$ cat src/sv/sgr_pkg.sv
`default_nettype none
// ----------------------------------------------------------------------------
// sgr_pkg
// Shared types and constants of the sixel glyph rasterizer.
// ----------------------------------------------------------------------------
package sgr_pkg;

   localparam logic [7:0] SIXEL_LOW  = 8'd63;
   localparam logic [7:0] SIXEL_HIGH = 8'd126;
   localparam logic [7:0] CH_SLASH   = 8'd47;
   localparam logic [7:0] CH_SEMI    = 8'd59;
   localparam logic [5:0] BAND_ROWS  = 6'd6;
   localparam logic [5:0] BAND_CAP   = 6'd60;

   localparam logic [4:0] CELL_WIDTH_RESET  = 5'd8;
   localparam logic [5:0] CELL_HEIGHT_RESET = 6'd10;

   localparam logic CSR_CELL_WIDTH  = 1'b0;
   localparam logic CSR_CELL_HEIGHT = 1'b1;

   typedef struct packed {
      logic [6:0] glyph_number;
      logic [3:0] column;
      logic [4:0] row_base;
      logic [5:0] column_bits;
      logic [5:0] row_mask;
   } rsp_type;

endpackage
`default_nettype wire

$ cat src/sv/sgr_decoder.sv
`default_nettype none
// ----------------------------------------------------------------------------
// sgr_decoder
// Decodes one payload byte against the glyph, band and column counters and
// gives the next counter values and the column write, if any.
// ----------------------------------------------------------------------------
module sgr_decoder #(
   parameter int MAX_CELL_WIDTH  = 16,
   parameter int MAX_CELL_HEIGHT = 32,
   parameter int GLYPH_LIMIT     = 128,
   parameter int GW              = $clog2(GLYPH_LIMIT + 1)
) (
   input  wire  logic [7:0]    char_code,
   input  wire  logic          start_font,
   input  wire  logic [4:0]    width_cfg,
   input  wire  logic [5:0]    height_cfg,
   input  wire  logic [4:0]    column_count,
   input  wire  logic [5:0]    band_base,
   input  wire  logic [GW-1:0] glyph_count,
   output logic       [4:0]    column_next,
   output logic       [5:0]    band_next,
   output logic       [GW-1:0] glyph_next,
   output logic                emit,
   output sgr_pkg::rsp_type    result
);

   localparam logic [6:0]    MaxW  = 7'(MAX_CELL_WIDTH);
   localparam logic [6:0]    MaxH  = 7'(MAX_CELL_HEIGHT);
   localparam logic [GW-1:0] Limit = GW'(GLYPH_LIMIT);

   logic [4:0]    eff_w;
   logic [5:0]    eff_h;
   logic [4:0]    col0;
   logic [5:0]    band0;
   logic [GW-1:0] glyph0;
   logic [6:0]    rows;
   logic [5:0]    mask;
   logic [5:0]    pixels;
   logic          is_sixel;

   always_comb begin
      eff_w  = ({2'b00, width_cfg} < MaxW) ? width_cfg : MaxW[4:0];
      eff_h  = ({1'b0, height_cfg} < MaxH) ? height_cfg : MaxH[5:0];
      col0   = start_font ? 5'd0 : column_count;
      band0  = start_font ? 6'd0 : band_base;
      glyph0 = start_font ? '0 : glyph_count;

      rows   = {1'b0, eff_h} - {1'b0, band0};
      if (rows >= {1'b0, sgr_pkg::BAND_ROWS}) begin
         mask = 6'h3F;
      end else begin
         mask = 6'((7'd1 << rows[2:0]) - 7'd1);
      end
      pixels   = 6'(char_code - sgr_pkg::SIXEL_LOW) & mask;
      is_sixel = (char_code >= sgr_pkg::SIXEL_LOW) && (char_code <= sgr_pkg::SIXEL_HIGH);

      column_next = col0;
      band_next   = band0;
      glyph_next  = glyph0;
      emit        = 1'b0;

      if (char_code == sgr_pkg::CH_SLASH) begin
         column_next = 5'd0;
         if ({1'b0, band0} + {1'b0, sgr_pkg::BAND_ROWS} <= {1'b0, sgr_pkg::BAND_CAP}) begin
            band_next = band0 + sgr_pkg::BAND_ROWS;
         end
      end else if (char_code == sgr_pkg::CH_SEMI) begin
         column_next = 5'd0;
         band_next   = 6'd0;
         if (glyph0 < Limit) begin
            glyph_next = glyph0 + GW'(1);
         end
      end else if (is_sixel && (col0 < eff_w)) begin
         column_next = col0 + 5'd1;
         emit        = (band0 < eff_h) && (glyph0 < Limit);
      end

      result.glyph_number = glyph0[6:0];
      result.column       = col0[3:0];
      result.row_base     = band0[4:0];
      result.column_bits  = pixels;
      result.row_mask     = mask;
   end

endmodule
`default_nettype wire

$ cat src/sv/sixel_glyph_rasterizer.sv
`default_nettype none
// ----------------------------------------------------------------------------
// sixel_glyph_rasterizer
// Turns a soft-font sixel byte stream into column writes for a glyph store.
// ----------------------------------------------------------------------------
// Path: an accepted byte is held in the input register, and its column write, if any,
// in the result register, shown on rsp_valid; the counter update is combinational.
// Throughput: one byte per cycle unless a column write is waiting on rsp_ready.
// Reset: counters clear to glyph 0, column 0, band 0; cell width 8, height 10.
// ----------------------------------------------------------------------------
module sixel_glyph_rasterizer #(
   parameter int MAX_CELL_WIDTH  = 16,
   parameter int MAX_CELL_HEIGHT = 32,
   parameter int GLYPH_LIMIT     = 128
) (
   input  wire  logic       clock,
   input  wire  logic       reset,
   input  wire  logic       req_valid,
   output logic             req_ready,
   input  wire  logic [7:0] req_char_code,
   input  wire  logic       req_start_font,
   output logic             rsp_valid,
   input  wire  logic       rsp_ready,
   output logic [6:0]       rsp_glyph_number,
   output logic [3:0]       rsp_column,
   output logic [4:0]       rsp_row_base,
   output logic [5:0]       rsp_column_bits,
   output logic [5:0]       rsp_row_mask,
   input  wire  logic       csr_we,
   input  wire  logic       csr_index,
   input  wire  logic [5:0] csr_wdata
);

   localparam int GW = $clog2(GLYPH_LIMIT + 1);

   logic             in_valid_ff, in_valid_in;
   logic [7:0]       in_char_ff;
   logic             in_start_ff;
   logic             out_valid_ff, out_valid_in;
   sgr_pkg::rsp_type out_ff;
   logic [4:0]       width_ff, width_in;
   logic [5:0]       height_ff, height_in;
   logic [4:0]       column_ff, column_in;
   logic [5:0]       band_ff, band_in;
   logic [GW-1:0]    glyph_ff, glyph_in;
   logic             advance;
   logic             emit;
   sgr_pkg::rsp_type result;

   sgr_decoder #(
      .MAX_CELL_WIDTH (MAX_CELL_WIDTH),
      .MAX_CELL_HEIGHT(MAX_CELL_HEIGHT),
      .GLYPH_LIMIT    (GLYPH_LIMIT),
      .GW             (GW)
   ) u_decoder (
      .char_code   (in_char_ff),
      .start_font  (in_start_ff),
      .width_cfg   (width_ff),
      .height_cfg  (height_ff),
      .column_count(column_ff),
      .band_base   (band_ff),
      .glyph_count (glyph_ff),
      .column_next (column_in),
      .band_next   (band_in),
      .glyph_next  (glyph_in),
      .emit        (emit),
      .result      (result)
   );

   assign advance   = in_valid_ff && (!out_valid_ff || rsp_ready);
   assign req_ready = !in_valid_ff || advance;

   always_comb begin
      in_valid_in = req_valid ? 1'b1 : (in_valid_ff && !advance);
      if (advance) begin
         out_valid_in = emit;
      end else begin
         out_valid_in = out_valid_ff && !rsp_ready;
      end
      width_in  = width_ff;
      height_in = height_ff;
      if (csr_we) begin
         case (csr_index)
            sgr_pkg::CSR_CELL_WIDTH: begin
               width_in = csr_wdata[4:0];
            end
            sgr_pkg::CSR_CELL_HEIGHT: begin
               height_in = csr_wdata;
            end
            default: begin
            end
         endcase
      end
   end

   always_ff @(posedge clock) begin
      if (reset) begin
         in_valid_ff  <= 1'b0;
         out_valid_ff <= 1'b0;
         width_ff     <= sgr_pkg::CELL_WIDTH_RESET;
         height_ff    <= sgr_pkg::CELL_HEIGHT_RESET;
         column_ff    <= 5'd0;
         band_ff      <= 6'd0;
         glyph_ff     <= '0;
      end else begin
         in_valid_ff  <= in_valid_in;
         out_valid_ff <= out_valid_in;
         width_ff     <= width_in;
         height_ff    <= height_in;
         if (advance) begin
            column_ff <= column_in;
            band_ff   <= band_in;
            glyph_ff  <= glyph_in;
         end
      end
   end

   always_ff @(posedge clock) begin
      if (req_valid && req_ready) begin
         in_char_ff  <= req_char_code;
         in_start_ff <= req_start_font;
      end
      if (advance && emit) begin
         out_ff <= result;
      end
   end

   assign rsp_valid        = out_valid_ff;
   assign rsp_glyph_number = out_ff.glyph_number;
   assign rsp_column       = out_ff.column;
   assign rsp_row_base     = out_ff.row_base;
   assign rsp_column_bits  = out_ff.column_bits;
   assign rsp_row_mask     = out_ff.row_mask;

endmodule
`default_nettype wire

$ cat config.mk
export PLATFORM = sky130hd
export DESIGN_NAME = sixel_glyph_rasterizer
export DESIGN_NICKNAME = d
export VERILOG_FILES = /design/src/sv/sgr_pkg.sv /design/src/sv/sgr_decoder.sv /design/src/sv/sixel_glyph_rasterizer.sv
export SDC_FILE = /design/constraint.sdc
export NUM_CORES = 1
export LEC_CHECK = 0
export BUFFER_PORTS_ARGS = -buffer_cell sky130_fd_sc_hd__buf_2
export CORE_MARGIN = 2
export CORE_UTILIZATION = 57
export CTS_CLUSTER_DIAMETER = 150
export CTS_CLUSTER_SIZE = 16
export DETAILED_ROUTE_END_ITERATION = 16
export HOLD_SLACK_MARGIN = 0.08
export PLACE_DENSITY_LB_ADDON = 0.1
export SYNTH_ARGS = -nofsm -noshare
export SYNTH_HDL_FRONTEND = slang
export SYNTH_SLANG_ARGS = --single-unit
$ cat constraint.sdc
create_clock -name clock -period 3.6 [get_ports clock]
set_input_delay 0 -clock clock [delete_from_list [all_inputs] [get_ports clock]]
set_output_delay 0 -clock clock [all_outputs]
set_load 0.005 [all_outputs]
# After elaboration in Yosys (flattened, before gate mapping)
# Cells that the tools add are included.
# op_classes
n_addsub,7
magnitude_cmp,9
n_eq_ne,2
shifts,1
mux,20
bitwise_logic,2
n_reduce_logical,16
# op_table
op,count
6-bit 2-to-1 mux,6
8-bit 2-to-1 mux,4
5-bit 2-to-1 mux,5
"8-bit by 6-bit == test with 1-bit output, second input constant",2
"8-bit by 1-bit adder with 8-bit output, second input constant",1
"8-bit by 6-bit >= comparator with 1-bit output, second input constant",1
"8-bit by 7-bit <= comparator with 1-bit output, second input constant",1
1-bit logical AND,8
"8-bit < comparator, second input constant",1
"6-bit by 3-bit adder with 7-bit output, second input constant",1
"7-bit by 3-bit >= comparator with 1-bit output, second input constant",1
"7-bit by 6-bit <= comparator with 1-bit output, second input constant",1
6-bit by 6-bit subtractor with 7-bit output,1
"6-bit by 3-bit adder with 6-bit output, second input constant",1
6-bit bitwise AND,1
6-bit < comparator,1
"6-bit < comparator, second input constant",1
"1-bit by 3-bit left shift with 6-bit output, first input constant",1
"6-bit by 1-bit subtractor with 6-bit output, second input constant",1
"6-bit subtractor, second input constant",1
"5-bit by 1-bit adder with 5-bit output, second input constant",1
5-bit < comparator,1
"5-bit < comparator, second input constant",1
1-bit 2-to-1 mux,5
4 further kinds,9
# word_totals
reg_bits,69
input_bits,21
out_inout_bits,30
wordCells,71

# Logic depth before layout (Yosys ltp)
# depth
ltp_word,8
depth_mapped,16
depth_no_buf,14

# Hierarchy
# From an unflattened synthesis, not the netlist that was laid out.
# hier_totals
cells_unflattened,372
hier_area_um2,3804.9
# modules_own_cells
module,instances,cells_per_inst,area_each_um2
sixel_glyph_rasterizer,1,173,2457.4
sgr_decoder,1,199,1347.5

# Worst setup path after synthesis
# OpenSTA, ideal clock, no wires.
# synth_timing
path_kind,flip-flop to flip-flop
from,reg in_start_ff
to,reg out_ff (netlist bit rsp_column_bits[2]) (data pin)
setup_ns,0.151
t_arrival_ns,3.106
t_required_ns,3.449
path_slack_ns,0.343
path_stages_with_launch,14
n_path_buf,3
period_less_slack_ns,3.257
cell_sequence,edfxtp_1 > buf_6 > clkbuf_1 > buf_1 > nor2_1 > ha_1 > inv_1 > fa_1 > or3_1 > ha_1 > and3_1 > o21ai_0 > o21ai_0 > a31oi_2
# synth_lines
element,line,source
from (decl),sixel_glyph_rasterizer.sv:38,logic in_start_ff;
from (signal assigned),sixel_glyph_rasterizer.sv:121,in_start_ff <= req_start_font;
to (signal assigned),sixel_glyph_rasterizer.sv:124,out_ff <= result;
to (decl),sixel_glyph_rasterizer.sv:40,sgr_pkg::rsp_type out_ff;

==> impl_metrics.env <==
export IMPL_layout_setup_ws_ns=0.5583
export IMPL_pin_count=51
export IMPL_cts_clk_slew_worst_paths_ns=0.08
export IMPL_drtIter0Drc=176
export IMPL_fin_worst_skew_ns=0.01221
export IMPL_ys_warn_count=0
export IMPL_switchingPower_mw=0.4306
export IMPL_core_area_mm2=0.006314
export IMPL_routabilityCongestion=0.8323
export IMPL_rows=29
export IMPL_critPathLaunchType="flop"
export IMPL_routed_top_layer="met4"
export IMPL_cp_max_fo=13
export IMPL_ant_nets=0
export IMPL_synth_area_top_cells="edfxtp_1, dfxtp_1, ha_1"
export IMPL_worst_pin_slew_ns=0.6058
export IMPL_hold_viol=0
export IMPL_fin_tns_setup_ns=0
export IMPL_synthTopCellsByCount="edfxtp_1, nor2_1, dfxtp_1, nand2_1, a21oi_1"
export IMPL_netlist_instances=368
export IMPL_setup_viol=0
export IMPL_wl_met3_um=439
export IMPL_diodes=0
export IMPL_grt_pass1_vias=2868
export IMPL_syn_nets=404
export IMPL_drive_gt1_share_pct=21.21
export IMPL_synth_seq_area_share_pct=47.35
export IMPL_path_class="flop to flop"
export IMPL_portBuffers=50
export IMPL_reg2reg_from="in_start_ff"
export IMPL_cts_tree="yes"
export IMPL_hold_path_class="input port to flop"
export IMPL_p_sw_share_pct=24.22
export IMPL_multi_input_area_mm2=0.001817
export IMPL_final_cells=525
export IMPL_first_pass_iters=4
export IMPL_vias=3045
export IMPL_slew_violations=0
export IMPL_reg2reg_depth=14
export IMPL_fillers=476
export IMPL_drc=0
export IMPL_cts_root_buf="clkbuf_8"
export IMPL_clk_latency_ns=0.34
export IMPL_period_share_pct=84.49
export IMPL_min_delay_start="reset"
export IMPL_synth_avg_cell_area_um2=10.05
export IMPL_wl_mm=8.324
export IMPL_layout_area_seq_mm2=0.001752
export IMPL_power_density_mw_per_mm2=398.2
export IMPL_status="completed"
export IMPL_yosysMostFrequentCell="edfxtp_1"
export IMPL_cts_buffer_depth=2
export IMPL_ctsResizeCount=0
export IMPL_combPwrFrac_pct=12.0
export IMPL_hold_end="glyph_ff[6]"
export IMPL_clkPwrFrac_pct=39.2
export IMPL_wl_met2_mm=4.009
export IMPL_p_int_mw=1.347
export IMPL_dp_cells=487
export IMPL_dpl_hpwl_mm=5.624
export IMPL_crit_path_start="in_start_ff"
export IMPL_die_area_mm2=0.007151
export IMPL_grt_pass1_wl_mm=13.72
export IMPL_grt_max_degree=35
export IMPL_cts_num_sinks=69
export IMPL_fmax_mhz=328.8
export IMPL_reg2reg_slack_ns=0.56
export IMPL_syn_to_final_growth_pct=20.66
export IMPL_post_place_ws_ns=0.5772
export IMPL_required_ns=3.67
export IMPL_cap_violations=0
export IMPL_period_minus_slack_ns=3.042
export IMPL_synth_top_area_share_pct=30.03
export IMPL_yosysTopAreaCell="edfxtp_1"
export IMPL_synthesis_area_mm2=0.003700
export IMPL_wl_met1_mm=3.747
export IMPL_synth_edf_count=37
export IMPL_arrival_ns=3.11
export IMPL_grtUsageTotal_pct=24.46
export IMPL_hold_depth=2
export IMPL_die_w_um=84.57
export IMPL_gr_total_overflow=0
export IMPL_endpoint_kind="flop"
export IMPL_final_core_utilization_pct=70.71
export IMPL_cts_htree_levels=3
export IMPL_ys_flop_type="edfxtp_1"
export IMPL_post_drt_wl_per_cell_um=15.86
export IMPL_rsz0062_at_grt="no"
export IMPL_nNetsFinal=479
export IMPL_synth_distinct_cells=66
export IMPL_ys_ff_latch=69
export IMPL_ys_async_sr_fraction_pct=0
export IMPL_irDropWorstVdd_v=0.0002927
export IMPL_antenna_found_initial=0
export IMPL_dieHeight_um=84.57
export IMPL_cts_inserted_buffers=9
export IMPL_p_leak_nw=1.747
export IMPL_reg2reg_to="rsp_row_mask[4]"
export IMPL_start_util_pct=58.60
export IMPL_slew_headroom_pct=59.62
export IMPL_viasPerCell=5.800
export IMPL_seq_power_share_pct=48.8
[critical path, cell delays in order (launching register included)]
cell and delay, ns:
edfxtp_1 0.39, buf_4 0.20, nor2_1 0.16, ha_1 0.17, inv_1 0.06, fa_1 0.43
xor2_1 0.32, nor2_1 0.06, and2_1 0.20, inv_1 0.06, ha_1 0.19, and2_1 0.14
a21oi_1 0.06, o22ai_1 0.21, nand3_1 0.11
[power by group through the flow]
stage | Sequential, mW | Clock [mW] | Combinational, mW
after floorplan | 0.882 | 0 | 0.145
after global placement | 0.885 | 0 | 0.185
after detailed placement | 0.886 | 0 | 0.191
after CTS | 0.868 | 0.708 | 0.209
after global routing | 0.870 | 0.753 | 0.235
final | 0.868 | 0.696 | 0.213
[per-layer routing]
| layer | global-route usage [%] | vias up |
|---|---|---|
| li1 | - | 1500 |
| met4 | 9.091 | 0 |
| met1 | 32.78 | 1442 |
| met5 | 0 | - |
| met2 | 38.65 | 95 |
| met3 | 5.998 | 8 |
[cell families after synthesis]
| logic type | synth area share [%] |
|---|---|
| AND/OR/NAND/NOR | 22.05 |
| AO/OA/AOI/OAI | 16.20 |
| flip-flops | 47.35 |
| buffers and inverters | 3.551 |
| XOR/XNOR | 3.957 |
| adder cells (fa/ha/maj) | 5.276 |
| multiplexers | 1.623 |
[area by class of cell]
cell class	instances	share of cell area, %
Multi-Input combinational cell	269	40.70
Clock inverter	5	1.205
Inverter	17	1.429
Sequential cell	69	39.24
Timing Repair Buffer	77	11.38
Tap cell	77	2.158
Clock buffer	11	3.896
[state kept, by name, summed over array words and instances (netlist names)]
name	flops
in_start_ff	1
in_char_ff	8
height_ff	6
rsp_column	4
band_ff	6
column_ff	5
rsp_row_base	5
rsp_row_mask	6
rsp_valid	1
rsp_column_bits	6
in_valid_ff	1
glyph_ff	8
width_ff	5
rsp_glyph_number	7
[timing repair]
| action | 4_1_cts | 5_1_grt |
|---|---|---|
| endpoints found under the hold margin | 22 | 0 |
| setup buffers | 0 | 0 |
| hold buffers | 22 | 0 |
[worst max path at each step]
stage                    endpoint  slack [ns]  cells after the start
2_1_floorplan  rsp_column_bits[2]        0.34                     13
3_3_place_gp   rsp_column_bits[4]        0.68                     14
3_5_place_dp      rsp_row_mask[4]        0.58                     14
4_1_cts           rsp_row_mask[4]        0.56                     14
5_1_grt           rsp_row_mask[4]        0.29                     14
6_report          rsp_row_mask[4]        0.56                     14
[per-stage QoR]
| step | area, um2 | hold WS, ns | power (mW) |
|---|---|---|---|
| 6_report | 4464 | 0.1566 | 1.778 |
| 5_1_grt | 4464 | 0.1851 | 1.858 |
| 4_1_cts | 4464 | 0.1513 | 1.786 |
| 3_5_place_dp | 4016 | 0.1781 | 1.077 |
| 3_3_place_gp | 4016 | 0.1763 | 1.070 |
| 2_1_floorplan | 3700 | 0.09887 | 1.027 |
[cell usage in the layout, fill, tap and decap left out, types with 5 or more instances in the layout]
cell type | Yosys | layout
nand3_1 | 15 | 15
a211o_1 | 5 | 5
o21ai_0 | 14 | 14
nor2b_1 | 16 | 16
a31oi_1 | 5 | 5
inv_1 | 14 | 14
dlygate4sd3_1 | 0 | 22
and2_1 | 5 | 5
buf_4 | 0 | 5
mux2i_1 | 6 | 6
clkbuf_8 | 0 | 9
xor2_1 | 6 | 6
xnor2_1 | 7 | 7
nand4_1 | 8 | 8
nand2b_1 | 5 | 5
edfxtp_1 | 37 | 37
buf_2 | 3 | 50
ha_1 | 14 | 14
nand2_1 | 32 | 32
nor3_1 | 7 | 7
a21oi_1 | 21 | 21
and3_1 | 9 | 9
nor2_1 | 34 | 34
dfxtp_1 | 32 | 32
No activity file was read; power rests on OpenSTA's default activity.
